`src/hw/rtl/assert_macros.svh`:
```
// Assertion macros used by the scheduler RTL
`ifndef ASSERT_MACROS_SVH
`define ASSERT_MACROS_SVH

`ifndef SYNTHESIS
`define ASSERT_CLK(lbl, clk_sig, rst_sig, prop) \
    lbl: assert property (@(posedge clk_sig) disable iff (!rst_sig) prop) \
        else $error("%m: assertion failed");
`define ASSERT_NEVER(lbl, clk_sig, rst_sig, cond) \
    `ASSERT_CLK(lbl, clk_sig, rst_sig, !(cond))
`else
`define ASSERT_CLK(lbl, clk_sig, rst_sig, prop)
`define ASSERT_NEVER(lbl, clk_sig, rst_sig, cond)
`endif

`endif

```
`src/hw/rtl/sjf_pkg.sv`:
```
// Types and constants of the shortest-job-first scheduler
package sjf_pkg;

    localparam int NUM_JOBS      = 8;
    localparam int TIME_BITS     = 16;
    localparam int ID_BITS       = 3;
    localparam int BURST_BITS    = 10;
    localparam int OUT_TIME_BITS = 16;

    localparam logic OP_ARRIVAL = 1'b0;
    localparam logic OP_TICK    = 1'b1;

    typedef logic [TIME_BITS-1:0]     time_t;
    typedef logic [OUT_TIME_BITS-1:0] out_time_t;
    typedef logic [ID_BITS-1:0]       id_t;
    typedef logic [BURST_BITS-1:0]    burst_t;

    typedef enum logic [1:0] {
        CELL_HOLD,
        CELL_INSERT,
        CELL_POP,
        CELL_TICK
    } cell_op_t;

    typedef struct packed {
        id_t    id;
        burst_t burst;
        burst_t served;
        time_t  arrival;
    } job_data_t;

    typedef struct packed {
        logic      valid;
        job_data_t data;
    } entry_t;

    typedef struct packed {
        cell_op_t op;
        entry_t   new_entry;
    } cell_ctrl_t;

endpackage

```
`src/hw/rtl/sjf_cmd_if.sv`:
```
// Input channel: arrival and tick items
interface sjf_cmd_if;
    logic                 valid;
    logic                 ready;
    logic                 operation;
    sjf_pkg::id_t         job_id;
    sjf_pkg::burst_t      burst_length;

    modport source (output valid, operation, job_id, burst_length, input ready);
    modport sink   (input valid, operation, job_id, burst_length, output ready);
endinterface

```
`src/hw/rtl/sjf_result_if.sv`:
```
// Output channel: one result item per input item
interface sjf_result_if;
    logic                 valid;
    logic                 ready;
    logic                 segment_valid;
    sjf_pkg::id_t         segment_job;
    sjf_pkg::out_time_t   segment_begin;
    sjf_pkg::out_time_t   segment_end;
    logic                 job_done;
    sjf_pkg::out_time_t   turnaround;
    sjf_pkg::out_time_t   waiting;
    logic                 running_valid;
    sjf_pkg::id_t         running_job;
    logic                 arrival_rejected;

    modport source (output valid, segment_valid, segment_job, segment_begin, segment_end,
                    job_done, turnaround, waiting, running_valid, running_job,
                    arrival_rejected, input ready);
    modport sink   (input valid, segment_valid, segment_job, segment_begin, segment_end,
                    job_done, turnaround, waiting, running_valid, running_job,
                    arrival_rejected, output ready);
endinterface

```
`src/hw/rtl/sjf_cell.sv`:
```
// One slot of the sorted job queue
module sjf_cell (
    input  logic                clk,
    input  logic                rst_n,
    input  sjf_pkg::cell_ctrl_t ctrl,
    input  sjf_pkg::entry_t     left_entry,
    input  sjf_pkg::entry_t     right_entry,
    input  logic                left_lt,
    output sjf_pkg::entry_t     entry,
    output logic                lt
);

    logic               valid_reg;
    logic               valid_next;
    sjf_pkg::job_data_t data_reg;
    sjf_pkg::job_data_t data_next;

    // this slot holds a strictly shorter job than the one being inserted
    assign lt = valid_reg && (data_reg.burst < ctrl.new_entry.data.burst);

    always_comb
    begin
        valid_next = valid_reg;
        data_next  = data_reg;
        unique case (ctrl.op)
            sjf_pkg::CELL_INSERT:
            begin
                if (!lt)
                begin
                    if (left_lt)
                    begin
                        valid_next = ctrl.new_entry.valid;
                        data_next  = ctrl.new_entry.data;
                    end
                    else
                    begin
                        valid_next = left_entry.valid;
                        data_next  = left_entry.data;
                    end
                end
            end
            sjf_pkg::CELL_POP:
            begin
                valid_next = right_entry.valid;
                data_next  = right_entry.data;
            end
            sjf_pkg::CELL_TICK:
            begin
                data_next.served = data_reg.served + 1'b1;
            end
            default:
            begin
                valid_next = valid_reg;
            end
        endcase
    end

    always_ff @(posedge clk or negedge rst_n)
    begin
        if (!rst_n)
        begin
            valid_reg <= 1'b0;
        end
        else
        begin
            valid_reg <= valid_next;
        end
    end

    always_ff @(posedge clk)
    begin
        data_reg <= data_next;
    end

    assign entry.valid = valid_reg;
    assign entry.data  = data_reg;

endmodule

```
`src/hw/rtl/preemptive_sjf_scheduler.sv`:
```
// Preemptive shortest-job-first scheduler: top level with control and result register
// Each item is registered on acceptance; once the output register is free, the row of
// queue cells inserts the job in burst order, pops the finished head, or advances the
// head's service count, while the result item is written to the output register. The
// next item is accepted in the cycle after that, even while the result still waits; an
// item waits in its input register only while an earlier result has not been taken.
// Queue slots are cleared at reset; there is no clearing pass.
`include "assert_macros.svh"

module preemptive_sjf_scheduler (
    input  logic         clk,
    input  logic         rst_n,
    sjf_cmd_if.sink      cmd,
    sjf_result_if.source result
);

    typedef struct packed {
        logic               segment_valid;
        sjf_pkg::id_t       segment_job;
        sjf_pkg::out_time_t segment_begin;
        sjf_pkg::out_time_t segment_end;
        logic               job_done;
        sjf_pkg::out_time_t turnaround;
        sjf_pkg::out_time_t waiting;
        logic               running_valid;
        sjf_pkg::id_t       running_job;
        logic               arrival_rejected;
    } result_t;

    localparam logic [sjf_pkg::NUM_JOBS-1:0] ONE_VEC = {{(sjf_pkg::NUM_JOBS-1){1'b0}}, 1'b1};

    logic            busy_reg;
    logic            op_reg;
    sjf_pkg::id_t    id_reg;
    sjf_pkg::burst_t burst_reg;

    logic            out_valid_reg;
    result_t         result_reg;
    result_t         result_next;

    sjf_pkg::time_t  time_now_reg;
    sjf_pkg::time_t  time_now_next;
    logic            head_started_reg;
    logic            head_started_next;
    sjf_pkg::time_t  head_start_time_reg;
    sjf_pkg::time_t  head_start_time_next;

    sjf_pkg::entry_t     cell_entry [sjf_pkg::NUM_JOBS];
    logic                cell_lt    [sjf_pkg::NUM_JOBS];
    sjf_pkg::cell_ctrl_t cell_ctrl  [sjf_pkg::NUM_JOBS];
    logic [sjf_pkg::NUM_JOBS-1:0] valid_vec;

    logic            execute;
    logic            active;
    logic            reject;
    logic            preempt;
    logic            done;
    sjf_pkg::burst_t served_inc;
    sjf_pkg::time_t  time_inc;
    sjf_pkg::time_t  turn;
    sjf_pkg::time_t  wait_time;
    sjf_pkg::time_t  begin_time;
    sjf_pkg::cell_op_t head_op;
    sjf_pkg::cell_op_t rest_op;
    sjf_pkg::entry_t   new_entry;

    genvar g;
    generate
        for (g = 0; g < sjf_pkg::NUM_JOBS; g++)
        begin : g_cell
            sjf_cell u_cell (
                .clk         (clk),
                .rst_n       (rst_n),
                .ctrl        (cell_ctrl[g]),
                .left_entry  ((g == 0) ? sjf_pkg::entry_t'('0) : cell_entry[(g == 0) ? 0 : g - 1]),
                .right_entry ((g == sjf_pkg::NUM_JOBS - 1) ? sjf_pkg::entry_t'('0)
                              : cell_entry[(g == sjf_pkg::NUM_JOBS - 1) ? g : g + 1]),
                .left_lt     ((g == 0) ? 1'b1 : cell_lt[(g == 0) ? 0 : g - 1]),
                .entry       (cell_entry[g]),
                .lt          (cell_lt[g])
            );
            assign valid_vec[g] = cell_entry[g].valid;
        end
    endgenerate

    assign execute   = busy_reg && (!out_valid_reg || result.ready);
    assign cmd.ready = !busy_reg;

    always_comb
    begin
        active = 1'b0;
        for (int p = 0; p < sjf_pkg::NUM_JOBS; p++)
        begin
            if (cell_entry[p].valid && (cell_entry[p].data.id == id_reg))
            begin
                active = 1'b1;
            end
        end
    end

    assign reject = (int'(id_reg) >= sjf_pkg::NUM_JOBS) || active || (burst_reg == '0)
                    || cell_entry[sjf_pkg::NUM_JOBS-1].valid;
    assign preempt    = cell_entry[0].valid && !cell_lt[0];
    assign served_inc = cell_entry[0].data.served + 1'b1;
    assign done       = served_inc >= cell_entry[0].data.burst;
    assign time_inc   = time_now_reg + 1'b1;
    assign turn       = time_inc - cell_entry[0].data.arrival;
    assign wait_time  = turn - sjf_pkg::time_t'(cell_entry[0].data.burst);
    assign begin_time = head_started_reg ? head_start_time_reg : time_now_reg;

    always_comb
    begin
        new_entry.valid        = 1'b1;
        new_entry.data.id      = id_reg;
        new_entry.data.burst   = burst_reg;
        new_entry.data.served  = '0;
        new_entry.data.arrival = time_now_reg;

        head_op              = sjf_pkg::CELL_HOLD;
        rest_op              = sjf_pkg::CELL_HOLD;
        result_next          = '0;
        time_now_next        = time_now_reg;
        head_started_next    = head_started_reg;
        head_start_time_next = head_start_time_reg;

        if (op_reg == sjf_pkg::OP_ARRIVAL)
        begin
            if (reject)
            begin
                result_next.arrival_rejected = 1'b1;
                result_next.running_valid    = cell_entry[0].valid;
                result_next.running_job      = cell_entry[0].valid ? cell_entry[0].data.id : '0;
            end
            else
            begin
                head_op = sjf_pkg::CELL_INSERT;
                rest_op = sjf_pkg::CELL_INSERT;
                if (preempt)
                begin
                    head_started_next = 1'b0;
                    if (head_started_reg)
                    begin
                        result_next.segment_valid = 1'b1;
                        result_next.segment_job   = cell_entry[0].data.id;
                        result_next.segment_begin = sjf_pkg::out_time_t'(head_start_time_reg);
                        result_next.segment_end   = sjf_pkg::out_time_t'(time_now_reg);
                    end
                end
                result_next.running_valid = 1'b1;
                result_next.running_job   = (preempt || !cell_entry[0].valid) ? id_reg
                                            : cell_entry[0].data.id;
            end
        end
        else
        begin
            time_now_next = time_inc;
            if (cell_entry[0].valid)
            begin
                if (!head_started_reg)
                begin
                    head_started_next    = 1'b1;
                    head_start_time_next = time_now_reg;
                end
                if (done)
                begin
                    head_op                   = sjf_pkg::CELL_POP;
                    rest_op                   = sjf_pkg::CELL_POP;
                    head_started_next         = 1'b0;
                    result_next.segment_valid = 1'b1;
                    result_next.segment_job   = cell_entry[0].data.id;
                    result_next.segment_begin = sjf_pkg::out_time_t'(begin_time);
                    result_next.segment_end   = sjf_pkg::out_time_t'(time_inc);
                    result_next.job_done      = 1'b1;
                    result_next.turnaround    = sjf_pkg::out_time_t'(turn);
                    result_next.waiting       = sjf_pkg::out_time_t'(wait_time);
                    result_next.running_valid = cell_entry[1].valid;
                    result_next.running_job   = cell_entry[1].valid ? cell_entry[1].data.id : '0;
                end
                else
                begin
                    head_op                   = sjf_pkg::CELL_TICK;
                    result_next.running_valid = 1'b1;
                    result_next.running_job   = cell_entry[0].data.id;
                end
            end
        end

        for (int p = 0; p < sjf_pkg::NUM_JOBS; p++)
        begin
            cell_ctrl[p].new_entry = new_entry;
            if (!execute)
            begin
                cell_ctrl[p].op = sjf_pkg::CELL_HOLD;
            end
            else if (p == 0)
            begin
                cell_ctrl[p].op = head_op;
            end
            else
            begin
                cell_ctrl[p].op = rest_op;
            end
        end
    end

    always_ff @(posedge clk or negedge rst_n)
    begin
        if (!rst_n)
        begin
            busy_reg            <= 1'b0;
            out_valid_reg       <= 1'b0;
            time_now_reg        <= '0;
            head_started_reg    <= 1'b0;
            head_start_time_reg <= '0;
        end
        else
        begin
            if (cmd.valid && cmd.ready)
            begin
                busy_reg <= 1'b1;
            end
            else if (execute)
            begin
                busy_reg <= 1'b0;
            end

            if (execute)
            begin
                out_valid_reg       <= 1'b1;
                time_now_reg        <= time_now_next;
                head_started_reg    <= head_started_next;
                head_start_time_reg <= head_start_time_next;
            end
            else if (result.ready)
            begin
                out_valid_reg <= 1'b0;
            end
        end
    end

    always_ff @(posedge clk)
    begin
        if (cmd.valid && cmd.ready)
        begin
            op_reg    <= cmd.operation;
            id_reg    <= cmd.job_id;
            burst_reg <= cmd.burst_length;
        end
        if (execute)
        begin
            result_reg <= result_next;
        end
    end

    assign result.valid            = out_valid_reg;
    assign result.segment_valid    = result_reg.segment_valid;
    assign result.segment_job      = result_reg.segment_job;
    assign result.segment_begin    = result_reg.segment_begin;
    assign result.segment_end      = result_reg.segment_end;
    assign result.job_done         = result_reg.job_done;
    assign result.turnaround       = result_reg.turnaround;
    assign result.waiting          = result_reg.waiting;
    assign result.running_valid    = result_reg.running_valid;
    assign result.running_job      = result_reg.running_job;
    assign result.arrival_rejected = result_reg.arrival_rejected;

    `ASSERT_CLK(a_exec_gives_result, clk, rst_n, execute |=> out_valid_reg)
    `ASSERT_NEVER(a_queue_no_gap, clk, rst_n, ((valid_vec + ONE_VEC) & valid_vec) != '0)
    `ASSERT_NEVER(a_started_needs_head, clk, rst_n, head_started_reg && !cell_entry[0].valid)
    `ASSERT_NEVER(a_done_has_segment, clk, rst_n,
        out_valid_reg && result_reg.job_done && !result_reg.segment_valid)

endmodule

```
`src/flat_wrapper.sv`:
```
// flat-port wrapper written by rule: the top's interface ports become plain ports
module preemptive_sjf_scheduler_flat 
  (clk, rst_n, cmd_valid, cmd_operation, cmd_job_id, cmd_burst_length, cmd_ready, result_valid, result_segment_valid, result_segment_job, result_segment_begin, result_segment_end, result_job_done, result_turnaround, result_waiting, result_running_valid, result_running_job, result_arrival_rejected, result_ready);
  sjf_cmd_if cmd_i ();
  sjf_result_if result_i ();
  input  logic clk;
  input  logic rst_n;
  input wire logic [$bits(cmd_i.valid)-1:0] cmd_valid;
  input wire logic [$bits(cmd_i.operation)-1:0] cmd_operation;
  input wire logic [$bits(cmd_i.job_id)-1:0] cmd_job_id;
  input wire logic [$bits(cmd_i.burst_length)-1:0] cmd_burst_length;
  output wire logic [$bits(cmd_i.ready)-1:0] cmd_ready;
  output wire logic [$bits(result_i.valid)-1:0] result_valid;
  output wire logic [$bits(result_i.segment_valid)-1:0] result_segment_valid;
  output wire logic [$bits(result_i.segment_job)-1:0] result_segment_job;
  output wire logic [$bits(result_i.segment_begin)-1:0] result_segment_begin;
  output wire logic [$bits(result_i.segment_end)-1:0] result_segment_end;
  output wire logic [$bits(result_i.job_done)-1:0] result_job_done;
  output wire logic [$bits(result_i.turnaround)-1:0] result_turnaround;
  output wire logic [$bits(result_i.waiting)-1:0] result_waiting;
  output wire logic [$bits(result_i.running_valid)-1:0] result_running_valid;
  output wire logic [$bits(result_i.running_job)-1:0] result_running_job;
  output wire logic [$bits(result_i.arrival_rejected)-1:0] result_arrival_rejected;
  input wire logic [$bits(result_i.ready)-1:0] result_ready;
  assign cmd_i.valid = cmd_valid;
  assign cmd_i.operation = cmd_operation;
  assign cmd_i.job_id = cmd_job_id;
  assign cmd_i.burst_length = cmd_burst_length;
  assign cmd_ready = cmd_i.ready;
  assign result_valid = result_i.valid;
  assign result_segment_valid = result_i.segment_valid;
  assign result_segment_job = result_i.segment_job;
  assign result_segment_begin = result_i.segment_begin;
  assign result_segment_end = result_i.segment_end;
  assign result_job_done = result_i.job_done;
  assign result_turnaround = result_i.turnaround;
  assign result_waiting = result_i.waiting;
  assign result_running_valid = result_i.running_valid;
  assign result_running_job = result_i.running_job;
  assign result_arrival_rejected = result_i.arrival_rejected;
  assign result_i.ready = result_ready;
  preemptive_sjf_scheduler u_core (.clk(clk), .rst_n(rst_n), .cmd(cmd_i), .result(result_i));
endmodule
```
`config.mk`:
```
export PLATFORM = sky130hd
export DESIGN_NAME = preemptive_sjf_scheduler_flat
export DESIGN_NICKNAME = d
export VERILOG_FILES = /design/src/hw/rtl/sjf_pkg.sv /design/src/hw/rtl/sjf_cmd_if.sv /design/src/hw/rtl/sjf_result_if.sv /design/src/hw/rtl/sjf_cell.sv /design/src/hw/rtl/preemptive_sjf_scheduler.sv /design/src/flat_wrapper.sv
export VERILOG_INCLUDE_DIRS = /design/src /design/src/hw/rtl
export SDC_FILE = /design/constraint.sdc
export NUM_CORES = 1
export LEC_CHECK = 0
export ABC_CLOCK_PERIOD_IN_PS = 5600
export BUFFER_PORTS_ARGS = -buffer_cell sky130_fd_sc_hd__buf_4
export CORE_ASPECT_RATIO = 0.5
export CORE_MARGIN = 1.5
export CORE_UTILIZATION = 48
export CTS_BUF_LIST = sky130_fd_sc_hd__clkbuf_16
export CTS_CLUSTER_DIAMETER = 100
export DETAILED_ROUTE_END_ITERATION = 8
export HOLD_SLACK_MARGIN = 0.03
export PLACE_DENSITY = 0.71
export SLEW_MARGIN = 20
export SYNTH_ARGS = -nofsm -noshare
export SYNTH_HDL_FRONTEND = slang
export SYNTH_SLANG_ARGS = --single-unit
```
`constraint.sdc`:
```
create_clock -name clk -period 5.6 [get_ports clk]
set_input_delay 1.12 -clock clk [delete_from_list [all_inputs] [get_ports clk]]
set_output_delay 1.12 -clock clk [all_outputs]
set_load 0.005 [all_outputs]
```
==> metrics <==
WP data required 5.89 ns; XOR/XNOR share of the synthesized area 2.90%; worst vdd ir 0.423 mV; total CTS buffers 42; Via Count 15,767; gr ovfl total 0; initial antenna violation count 0; Root Driver clkbuf_16; clock buffer depth 3; DP Cell Count 2,625; Die X 316 um; Seq/Total Area, Yosys 55.5%; RSZ-0062 raised after global routing no; Die H 160 um; wl on met1 27.9 mm; number of synthesized register bits 443; TNS Setup 0 ns; startpoint types flop; drt pass-1 iters 5; Sw Ratio 40.1%; R2R depth 15; hold_ws 0.510 ns; R2R Path Start u_core.time_now_reg[0]; FF-to-FF setup slack 0.79 ns; switching power 0.00703 W; Worst-Margin Slew 1.01 ns; Setup Viol. Count Final 0; die area 0.0505 mm^2; clk sink count 443; num rows 57; # DRC 0; Synth Cell Area 0.0236 mm^2; Post-synth top flop edfxtp_1; number of synthesized flops with an enable pin 400; LEAKAGE 10.4 nW; Non-Filler Instances 2,703; CTS tree done; CP max stage delay 0.64 ns; first-pass GRT wire length 90.5 mm; Final period util 85.9%; post-synthesis mux area share 10.3%; async set or reset register ratio after synthesis 9.71%; Worst path depth 15; Post-DP HPWL 39.5 mm; cell family with most CP delay compound AO/OA/AOI/OAI gates; global router's overall resource usage 23.3%; Starting Density 48.6%; internal power 0.0105 W; # diodes 0; Max Cap Violations 0; Synth Area in Simple Gates 9.04%; clock power share 16.3%; compound-cell area share of the yosys netlist 12.7%; Syn Nets 2,114; CP cell instances ha_1 -> and3_1 -> nand3_1 -> xnor2_1 -> ha_1 -> o21ai_0 -> a21oi_1 -> nor2_1 -> ha_1 -> or3_1 -> o21ai_0 -> o21ai_0 -> nor4_2 -> a22o_1 -> a21oi_1; syn avg cell area 11.8 um^2; Final Slew Violations 0; Resized cells post-CTS 0; Layout area overhead 10.7%; Synth area leaders edfxtp_1 (51%), mux2i_1 (8.6%), ha_1 (5.5%); count leader, synth edfxtp_1; Final Hold Fails 0; drt total wl 58.7 mm; Clock Skew 0.0323 ns; CP endpoint kind flop; largest net degree at the start of global routing 195; Gate power share 45.5%; Final Critical Period 4.81 ns; Worst setup endpoint u_core.result.waiting[15]; RD Place Congestion 0.891; fraction of layout cells with a size suffix above 1 11.9%; largest family of logic cells by synthesized area compound AO/OA/AOI/OAI gates; CP Class reg2reg; Worst Path Buf+Inv 0; H-tree depth 2; Final ANT Viol Nets 0; initial drt markers 1,843; cts hold-fix bufs 0; max reg flops 312; routed len/inst 21.7 um; clock latency on the worst-skew pair 0.56 ns; core area 0.0485 mm^2; Slew HR 32.5%; distinct cell type count after synthesis 63; Post-synth top cells edfxtp_1 (400), nand2_1 (234), o21ai_0 (219); vias per inst 5.83; DR top layer met4; critical path's slowest cell dfrtp_1; worst path arrival time 5.10 ns; Synth top area share 51.0%; Mapped Cells 1,990; Reg clk slew, reported paths 0.06 ns; Yosys top cell by area edfxtp_1; sequential power share 38.1%; fin nets 2,144; WL met2 24.8 mm; max frequency 0.208 GHz; post-synthesis adder-cell area fraction 5.69%; port bufs 93; Min-Delay Path Class reg2reg; warnings from Yosys 0; IO Pins 94; postcts setup bufs 0; vias in the first global route 15,269; Worst R2R End u_core.result.waiting[15]; crit path launch u_core.time_now_reg[0]; maximum fanout along the worst path 16; pwr dens 671 mW/mm^2; status finished clean; met3 WL 4.98 mm
==> per-stage QoR <==
step / total power [W] / cell area [um^2] / setup slack, ns / util, %
after floorplan: 0.0120 / 23600 / 1.00 / -
after global placement: 0.0144 / 24700 / 1.04 / 51.0
after detailed placement: 0.0146 / 24700 / 0.840 / 51.0
after CTS: 0.0175 / 26100 / 0.820 / 53.8
after global routing: 0.0186 / 26100 / 0.385 / 53.8
final: 0.0175 / 26100 / 0.789 / 53.8
==> worst min-delay path by stage <==
stage                                         startpoint                             end  cells past startpoint
after global placement    u_core.head_start_time_reg[14]  u_core.head_start_time_reg[14]                      1
after floorplan           u_core.head_start_time_reg[10]  u_core.head_start_time_reg[10]                      1
after global routing      u_core.head_start_time_reg[12]  u_core.head_start_time_reg[12]                      1
final                      u_core.head_start_time_reg[8]   u_core.head_start_time_reg[8]                      1
after detailed placement  u_core.head_start_time_reg[12]  u_core.head_start_time_reg[12]                      1
after CTS                  u_core.head_start_time_reg[8]   u_core.head_start_time_reg[8]                      1
==> layout by cell type, fill, tap and decap left out, types with 54 or more instances in the layout <==
cell type  instances
edfxtp_1         400
nand2_1          234
o21ai_0          217
mux2i_1          203
buf_4            123
ha_1             103
nor2_1            95
a22o_1            89
inv_1             68
xnor2_1           54
==> area by class of cell <==
type                       count  area [um^2]
multi-input combinational   1355         9690
clock inverter                33          223
sequential                   443        13100
fill                        4105        22400
inverter                      53          199
clock buffer                  45         1130
tap                          649          812
timing repair buffer         125          963
==> metal layers <==
layer	vias up	GRT usage [%]
met3	75	5.61
li1	7386	-
met2	560	33.6
met4	0	4.89
met5	-	0
met1	7746	35.4
==> logic make-up after synthesis <==
family	after synthesis
and+or+nand+nor	473
AOI/OAI and AO/OA	459
DFF	443
muxes	239
buffers and inverters	192
adders and majority gates	106
xor gates and xnor gates	78
==> power by group through the flow <==
stage,clock network [W],logic [W],registers (W)
2_1_floorplan,0,0.00563,0.00635
3_3_place_gp,0,0.00770,0.00666
3_5_place_dp,0,0.00788,0.00671
4_1_cts,0.00290,0.00792,0.00665
5_1_grt,0.00303,0.00876,0.00681
6_report,0.00286,0.00797,0.00667
(Power assumes the default switching activity.)
